==> src/sv/inverted_index_builder_defines.svh <==
// Assertion macros for the inverted index builder.
`ifndef INVERTED_INDEX_BUILDER_DEFINES_SVH
`define INVERTED_INDEX_BUILDER_DEFINES_SVH
`ifndef SYNTH
`define IIB_ASSERT_IMP(label, clk, rst, a, c) \
  label: assert property (@(posedge clk) disable iff (rst) (a) |-> (c)) \
    else $error("assertion failed");
`define IIB_ASSERT_NXT(label, clk, rst, a, c) \
  label: assert property (@(posedge clk) disable iff (rst) (a) |=> (c)) \
    else $error("assertion failed");
`else
`define IIB_ASSERT_IMP(label, clk, rst, a, c)
`define IIB_ASSERT_NXT(label, clk, rst, a, c)
`endif
`endif

==> src/sv/iib_pkg.sv <==
// Package with shared types and constants of the inverted index builder.
package iib_pkg;
  localparam int MaxEntries   = 4096;
  localparam int ElementRange = 1024;
  localparam int PatchRange   = 4096;

  localparam logic [2:0] OP_APPEND = 3'd0;
  localparam logic [2:0] OP_BUILD  = 3'd1;
  localparam logic [2:0] OP_LOOKUP = 3'd2;
  localparam logic [2:0] OP_READ   = 3'd3;
  localparam logic [2:0] OP_CLEAR  = 3'd4;

  localparam logic [1:0] ST_OK    = 2'd0;
  localparam logic [1:0] ST_FULL  = 2'd1;
  localparam logic [1:0] ST_RANGE = 2'd2;
  localparam logic [1:0] ST_PHASE = 2'd3;

  // Datapath commands for the controller phases; CMD_RESP is not issued by the controller.
  typedef enum logic [3:0] {
    CMD_NONE, CMD_EXEC, CMD_RESP, CMD_CLR, CMD_COUNT, CMD_SCAN, CMD_SCATTER, CMD_SORT
  } cmd_t;

  typedef struct packed {
    cmd_t cmd;
    logic start;
  } ctl_t;

  typedef struct packed {
    logic done;
  } sts_t;
endpackage

==> src/sv/iib_ctrl.sv <==
// Controller state machine of the inverted index builder.
module iib_ctrl import iib_pkg::*; (
  input  logic        clk,
  input  logic        rst,
  input  logic        s_tvalid,
  output logic        s_tready,
  input  logic [2:0]  operation,
  input  logic        built,
  input  sts_t        sts,
  output ctl_t        ctl,
  output logic        load,
  output logic        m_tvalid,
  input  logic        m_tready
);
  typedef enum logic [7:0] {
    S_IDLE = 8'b00000001, S_EXEC = 8'b00000010, S_CLR = 8'b00000100,
    S_COUNT = 8'b00001000, S_SCAN = 8'b00010000, S_SCAT = 8'b00100000,
    S_SORT = 8'b01000000, S_OUT = 8'b10000000
  } state_t;

  state_t state, state_next;
  logic [2:0] op_q;
  logic bld_ok;

  assign s_tready = (state == S_IDLE);
  // The output register takes a new result once the previous one has left.
  assign load = (state == S_OUT) && (!m_tvalid || m_tready);

  always_comb begin
    state_next = state;
    ctl.cmd = CMD_NONE;
    ctl.start = s_tvalid && s_tready;
    unique case (state)
      S_IDLE: if (s_tvalid && s_tready) state_next = S_EXEC;
      S_EXEC: begin
        ctl.cmd = CMD_EXEC;
        state_next = (op_q == OP_BUILD && bld_ok) ? S_CLR : S_OUT;
      end
      S_CLR:   begin ctl.cmd = CMD_CLR;     if (sts.done) state_next = S_COUNT; end
      S_COUNT: begin ctl.cmd = CMD_COUNT;   if (sts.done) state_next = S_SCAN; end
      S_SCAN:  begin ctl.cmd = CMD_SCAN;    if (sts.done) state_next = S_SCAT; end
      S_SCAT:  begin ctl.cmd = CMD_SCATTER; if (sts.done) state_next = S_SORT; end
      S_SORT:  begin ctl.cmd = CMD_SORT;    if (sts.done) state_next = S_OUT; end
      S_OUT:   if (load) state_next = S_IDLE;
      default: state_next = S_IDLE;
    endcase
  end

  always_ff @(posedge clk) begin
    if (rst) begin
      state <= S_IDLE; m_tvalid <= 1'b0;
    end else begin
      state <= state_next;
      if (s_tvalid && s_tready) begin op_q <= operation; bld_ok <= !built; end
      if (load) m_tvalid <= 1'b1;
      else if (m_tready) m_tvalid <= 1'b0;
    end
  end
endmodule

==> config.mk <==
export PLATFORM = sky130hd
export DESIGN_NAME = iib_ctrl
export DESIGN_NICKNAME = d
export VERILOG_FILES = /design/src/sv/inverted_index_builder_defines.svh /design/src/sv/iib_pkg.sv /design/src/sv/iib_ctrl.sv
export SDC_FILE = /design/constraint.sdc
export NUM_CORES = 1
export LEC_CHECK = 0
export ABC_AREA = 1
export BUFFER_PORTS_ARGS = -buffer_cell sky130_fd_sc_hd__buf_2
export CAP_MARGIN = 10
export CORE_MARGIN = 3
export CORE_UTILIZATION = 56
export CTS_BUF_LIST = sky130_fd_sc_hd__clkbuf_8 sky130_fd_sc_hd__clkbuf_16
export DETAILED_ROUTE_END_ITERATION = 12
export GPL_ROUTABILITY_DRIVEN = 0
export PLACE_DENSITY = 0.89
export RECOVER_POWER = 50
export SLEW_MARGIN = 20
export SYNTH_ARGS = -nofsm -noshare
export SYNTH_HDL_FRONTEND = slang
export SYNTH_SLANG_ARGS = --single-unit
==> constraint.sdc <==
create_clock -name clk -period 2.1 [get_ports clk]
set_input_delay 0.21 -clock clk [delete_from_list [all_inputs] [get_ports clk]]
set_output_delay 0.21 -clock clk [all_outputs]
set_load 0.05 [all_outputs]
==> results of run 1 <==
==> placed cells by master (no fill, tap or decap), drive strengths merged <==
| cell | instances |
|---|---|
| dfxtp | 9 |
| nand3b | 1 |
| nor4 | 1 |
| nor2 | 26 |
| inv | 19 |
| a21oi | 7 |
| conb | 1 |
| nor3 | 3 |
| nand4 | 2 |
| nand3 | 17 |
| nand2 | 23 |
| edfxtp | 4 |
| o21ai | 1 |
| buf | 14 |
| clkbuf | 4 |
==> layout make-up <==
class / count / area (um2) / share of cell area
Clock inverter: 1 / 3.75 / 0.00402
Inverter: 18 / 70.1 / 0.0750
Tap cell: 15 / 18.8 / 0.0201
Multi-Input combinational cell: 82 / 427 / 0.456
Sequential cell: 13 / 300 / 0.321
Clock buffer: 3 / 41.3 / 0.0442
Timing Repair Buffer: 15 / 73.8 / 0.0790
==> through the flow <==
stage	area (um2)	hold WS [ns]	total power, mW
detailed placement	921	0.388	1.34
global route	935	0.133	1.61
CTS	966	0.138	1.56
finish	935	0.140	1.50
floorplan	835	0.272	1.16
global placement	921	0.390	1.31
==> power groups by stage <==
stage	Combinational [mW]	Clock, mW	Sequential [mW]
after CTS	0.948	0.221	0.390
after global placement	0.923	0	0.390
after global routing	0.976	0.237	0.398
final	0.891	0.217	0.388
after detailed placement	0.941	0	0.396
after floorplan	0.770	0	0.391
==> cell families (layout without fill, tap and decap cells) <==
kind of cell,count (synthesis),count (layout),synth area share
flops,13,13,0.363
compound gates,8,8,0.0529
other cells,1,1,0.00453
buf+inv,19,37,0.0937
simple gates,73,73,0.486
==> cells in the mapped netlist <==
library cell | number | area (um2)
nand2_2 | 6 | 37.5
nor2_1 | 19 | 71.3
inv_1 | 13 | 48.8
nand3b_1 | 1 | 7.51
nor2_8 | 1 | 20.0
buf_4 | 1 | 7.51
nor2_2 | 3 | 18.8
nand3_2 | 5 | 50.1
inv_2 | 4 | 15.0
a21oi_1 | 6 | 30.0
nand3_1 | 12 | 60.1
nor2_4 | 3 | 33.8
o21ai_1 | 1 | 5.00
nor3_1 | 3 | 15.0
nand4_1 | 1 | 6.26
nand2_1 | 17 | 63.8
nand4_2 | 1 | 12.5
nor4_1 | 1 | 6.26
dfxtp_1 | 9 | 180
conb_1 | 1 | 3.75
a21oi_2 | 1 | 8.76
edfxtp_1 | 4 | 120
inv_4 | 1 | 6.26
==> layer usage <==
metal	wire, um	GRT usage
met1	720	0.239
met5	0	0
met2	809	0.330
met4	29	0.0964
met3	118	0.0488
==> worst max path at each step <==
stage,from,to,slack (ns)
2_1_floorplan,m_tvalid,m_tvalid,0.27
3_3_place_gp,state[5],bld_ok,0.61
3_5_place_dp,state[5],bld_ok,0.54
4_1_cts,state[2],ctl[2],0.37
5_1_grt,state[4],state[6],0.22
6_report,state[4],state[7],0.37
==> state kept, by name, summed over array words and instances (netlist names) <==
name	flops
bld_ok	1
m_tvalid	1
op_q	3
state	8
==> out/qor.csv, run 1 <==
metric;value;unit
Hold Vio Cnt, Final;0;
PostCTS Resize Cnt;0;
vias;778;
GRT Total Usage;0.200;
clock tree sinks;13;
CTS tree;built;
Finished Layout Cells;147;
Final setup viols;0;
Worst EP required;2.24;ns
max incr delay on CP;0.51;ns
initial drt markers;20;
syn_nets;123;
Final #Nets;142;
Switching Fraction;0.532;
WP depth;7;
hold_sp;operation[2];
Hold-fix buffers, CTS;0;
slowest CP cell;nor2_1;
Mapped Avg Cell Area;7.27;um2
Reg2Reg Launch Point;state[4];
#FFs+latches synth;13;
die height;44.5;um
clock tree buffer depth;2;
CP cell instances;nor2_1 > nand4_1 > nor2_1 > nor2_1 > nand3_1 > nand2_1 > nor2_1;
Mapped Cells;114;
# IOs;17;
Sum Neg Setup Slack;0;ns
FILL cells;124;
n_diodes;0;
power per cell area;1600;nW/um2
Layout Skew;0.000462;ns
R2R setup slack;0.37;ns
DP HPWL;1300;um
WP data arrival;1.86;ns
post-placement worst setup slack;0.539;ns
CP max FO;10;
RR Endpoint;state[7];
placed cell count;143;
later-pin clock latency in the skew report;0.24;ns
routed len/inst;11.4;um
full die area;1980;um2
post-DR vias/cell;5.29;
worst-margin pin slew;0.628;ns
Distinct cells, synth;23;
Internal;0.700;mW
Die W;44.5;um
max_cap viols;0;
post-CTS setup buffer count;0;
outcome;finished, final reports clean;
global-route wire length before repair;2910;um
Post-Syn Area;828;um2
Starting Density;0.614;
vias in the first global route;731;
f_max;579;MHz
clk slew on worst S/H paths;0.05;ns
drt drc;0;
Clk Tree Root Cell;clkbuf_8;
WS Path Type;register to register;
Port Buffers;15;
Final period util;0.822;
sequential fraction of the synthesis area;0.363;
drt first pass iters;4;
minimum clock period after layout;1.73;ns
critical path endpoint category;register;
num rows;13;
Combinational Power Share;0.596;
share of layout cells above drive strength 1;0.288;
Worst Hold Class;input port to register;
Worst Path Buf+Inv;0;
Max-slew headroom;0.579;
Detail Route Antenna Nets;0;
fin. max-slew vios;0;
sequential power share;0.259;
hold depth;1;
core area;1350;um2
power share of the clock group;0.145;
switching power total;0.796;mW
leakage;0.451;nW
area delta synth->final;12.8;%
Worst Setup Start Kind;register;
Reg2Reg Depth;7;
maximum VDD drop;1.00;mV
RSZ-0062 raised after global routing;false;
Ys Warns;0;
Final WS setup;0.374;ns
initial antenna violation count;0;
CTS H-Tree Depth;1;
final core occ;0.692;
Hold EP;op_q[2];
largest net degree at the start of global routing;11;
Top delay family on crit path;simple AND/OR/NAND/NOR gates;
total CTS buffers;3;
CP dominant cell by count;nor2_1;
Routed WL;1680;um
GR Overflow Total;0;
No activity file was read; power rests on OpenSTA's default activity.
==> inputs of run 2 (changes only) <==
--- a/config.mk
+++ b/config.mk
@@ -9,11 +9,11 @@
 export BUFFER_PORTS_ARGS = -buffer_cell sky130_fd_sc_hd__buf_2
 export CAP_MARGIN = 10
 export CORE_MARGIN = 3
-export CORE_UTILIZATION = 56
+export CORE_UTILIZATION = 52
 export CTS_BUF_LIST = sky130_fd_sc_hd__clkbuf_8 sky130_fd_sc_hd__clkbuf_16
 export DETAILED_ROUTE_END_ITERATION = 12
 export GPL_ROUTABILITY_DRIVEN = 0
-export PLACE_DENSITY = 0.89
+export PLACE_DENSITY = 0.84
 export RECOVER_POWER = 50
 export SLEW_MARGIN = 20
 export SYNTH_ARGS = -nofsm -noshare
==> constraint.sdc (replaced) <==
create_clock -name clk -period 1.6 [get_ports clk]
set_input_delay 0.16 -clock clk [delete_from_list [all_inputs] [get_ports clk]]
set_output_delay 0.16 -clock clk [all_outputs]
set_load 0.05 [all_outputs]
==> run 2 against run 1 <==
Flip-flop and latch count is the same. Global-route usage shrank 2.1 points. First-iteration DRC count grew 20%. Sequential share of layout area shrank 2.6 points. Via count shrank 2.2%. Wire length shrank 0.42%. Clock skew grew 0.0040 ns. Utilization grew 4.7 points. Combinational power grew 49%. Register-to-register slack lost 0.13 ns. Largest cell class unchanged.
==> out/qor.csv, run 2 (synthesis results as in run 1) <==
metric;value;unit
Sum Neg Setup Slack;0;ns
Reg2Reg Launch Point;state[2];
# IOs;17;
switching power total;1.13;mW
biggest regs;state: 8 flops, op_q: 3 flops;
Worst EP required;1.44;ns
initial drt markers;24;
maximum VDD drop;1.19;mV
Switching Fraction;0.524;
Top delay family on crit path;simple AND/OR/NAND/NOR gates;
worst setup path end;ctl[2];
vias;761;
drt first pass iters;4;
routed len/inst;11.3;um
minimum clock period after layout;1.54;ns
global-route wire length before repair;2730;um
placed cell count;144;
clock tree buffer depth;2;
initial antenna violation count;0;
Die W;45.9;um
Final #Nets;143;
GR Overflow Total;0;
drt drc;0;
later-pin clock latency in the skew report;0.24;ns
clock tree sinks;13;
Internal;1.03;mW
Worst Setup Start Kind;register;
num rows;13;
power per cell area;2080;nW/um2
Largest Register;state;
GRT Total Usage;0.179;
leakage;0.472;nW
Combinational Power Share;0.619;
DP Area;937;um2
Worst Path Buf+Inv;2;
max incr delay on CP;0.34;ns
R2R setup slack;0.24;ns
core area;1400;um2
Detail Route Antenna Nets;0;
post-CTS setup buffer count;0;
outcome;finished, final reports clean;
Worst Hold Class;input port to register;
WS Path Type;register to primary output;
CP max FO;7;
Reg2Reg Depth;4;
Hold-fix buffers, CTS;0;
CP cell instances;nor2_1 > nand2_4 > inv_4 > nand2_1 > nand3b_1 > buf_6;
vias in the first global route;696;
full die area;2110;um2
Layout Skew;0.00443;ns
largest net degree at the start of global routing;11;
FILL cells;122;
fin. max-slew vios;0;
clk slew on worst S/H paths;0.05;ns
critical path endpoint category;primary output;
Final period util;0.960;
CTS H-Tree Depth;1;
WP data arrival;1.38;ns
Final Cell Area;1030;um2
worst-margin pin slew;0.589;ns
Finished Layout Cells;148;
Port Buffers;15;
f_max;651;MHz
commonest cells after routing, fill and taps aside;nand2_1, nor2_1, inv_1;
DP HPWL;1270;um
Final setup viols;0;
Starting Density;0.592;
Max-slew headroom;0.609;
slowest CP cell;dfxtp_1;
area delta synth->final;24.9;%
Hold Vio Cnt, Final;0;
sequential power share;0.244;
WP depth;6;
Routed WL;1670;um
share of layout cells above drive strength 1;0.406;
n_diodes;0;
post-DR vias/cell;5.14;
Setup crit start;state[1];
power share of the clock group;0.137;
max_cap viols;0;
CTS tree;built;
total CTS buffers;3;
RR Endpoint;op_q[0];
number of flip-flops in the largest register;8;
Clk Tree Root Cell;clkbuf_8;
die height;45.9;um
==> run 2: metrics by stage <==
step           hold slack (ns)  total power, mW  utilization  worst slack (ns)
6_report                0.0913             2.16        0.740            0.0633
4_1_cts                 0.0913             2.08        0.708           0.00662
5_1_grt                 0.0850             2.32        0.740           -0.0127
2_1_floorplan            0.222             1.54            -            0.0507
3_5_place_dp             0.339             1.77        0.670             0.214
3_3_place_gp             0.337             1.75        0.670             0.228
==> run 2: worst reg2reg max path, stage by stage, from the launching register on <==
cell     delay, ns
dfxtp_1       0.34
nor2_4        0.17
nand4_2       0.22
nor3_1        0.19
buf_4         0.16
==> run 2: worst min path at each step <==
stage                      start        to  slack, ns  cells after the start
floorplan                    rst  state[3]       0.22                      1
global placement    operation[2]   op_q[2]       0.34                      1
detailed placement  operation[0]   op_q[0]       0.34                      1
CTS                 operation[0]   op_q[0]       0.09                      1
global route        operation[2]   op_q[2]       0.08                      1
finish              operation[0]   op_q[0]       0.09                      1
==> run 2: cell type report <==
class,count,area (um2),share of cell area
tap,15,18.8,0.0181
inverter,18,70.1,0.0677
multi-input combinational,82,489,0.473
sequential,13,305,0.295
timing repair buffer,16,105,0.102
clock inverter,1,5.00,0.00484
clock buffer,3,41.3,0.0399
==> run 2: per-layer routing <==
| metal | global-route usage | vias up | wire length (um) |
|---|---|---|---|
| met5 | 0 | - | 0 |
| met4 | 0.0682 | 0 | 21 |
| met3 | 0.0474 | 4 | 90 |
| met2 | 0.280 | 20 | 791 |
| met1 | 0.232 | 334 | 767 |
| li1 | - | 403 | - |
==> run 2: power groups by stage <==
| stage | Combinational (mW) | Clock (mW) | Sequential (mW) |
|---|---|---|---|
| 4_1_cts | 1.27 | 0.298 | 0.514 |
| 3_3_place_gp | 1.23 | 0 | 0.515 |
| 2_1_floorplan | 1.03 | 0 | 0.514 |
| 5_1_grt | 1.45 | 0.325 | 0.538 |
| 6_report | 1.33 | 0.296 | 0.526 |
| 3_5_place_dp | 1.25 | 0 | 0.520 |
==> run 2: repair_timing <==
item,4_1_cts,5_1_grt
endpoints found under the hold margin,0,0
pin swaps,0,1
gates resized for setup,3,15
setup endpoints to repair,3,5
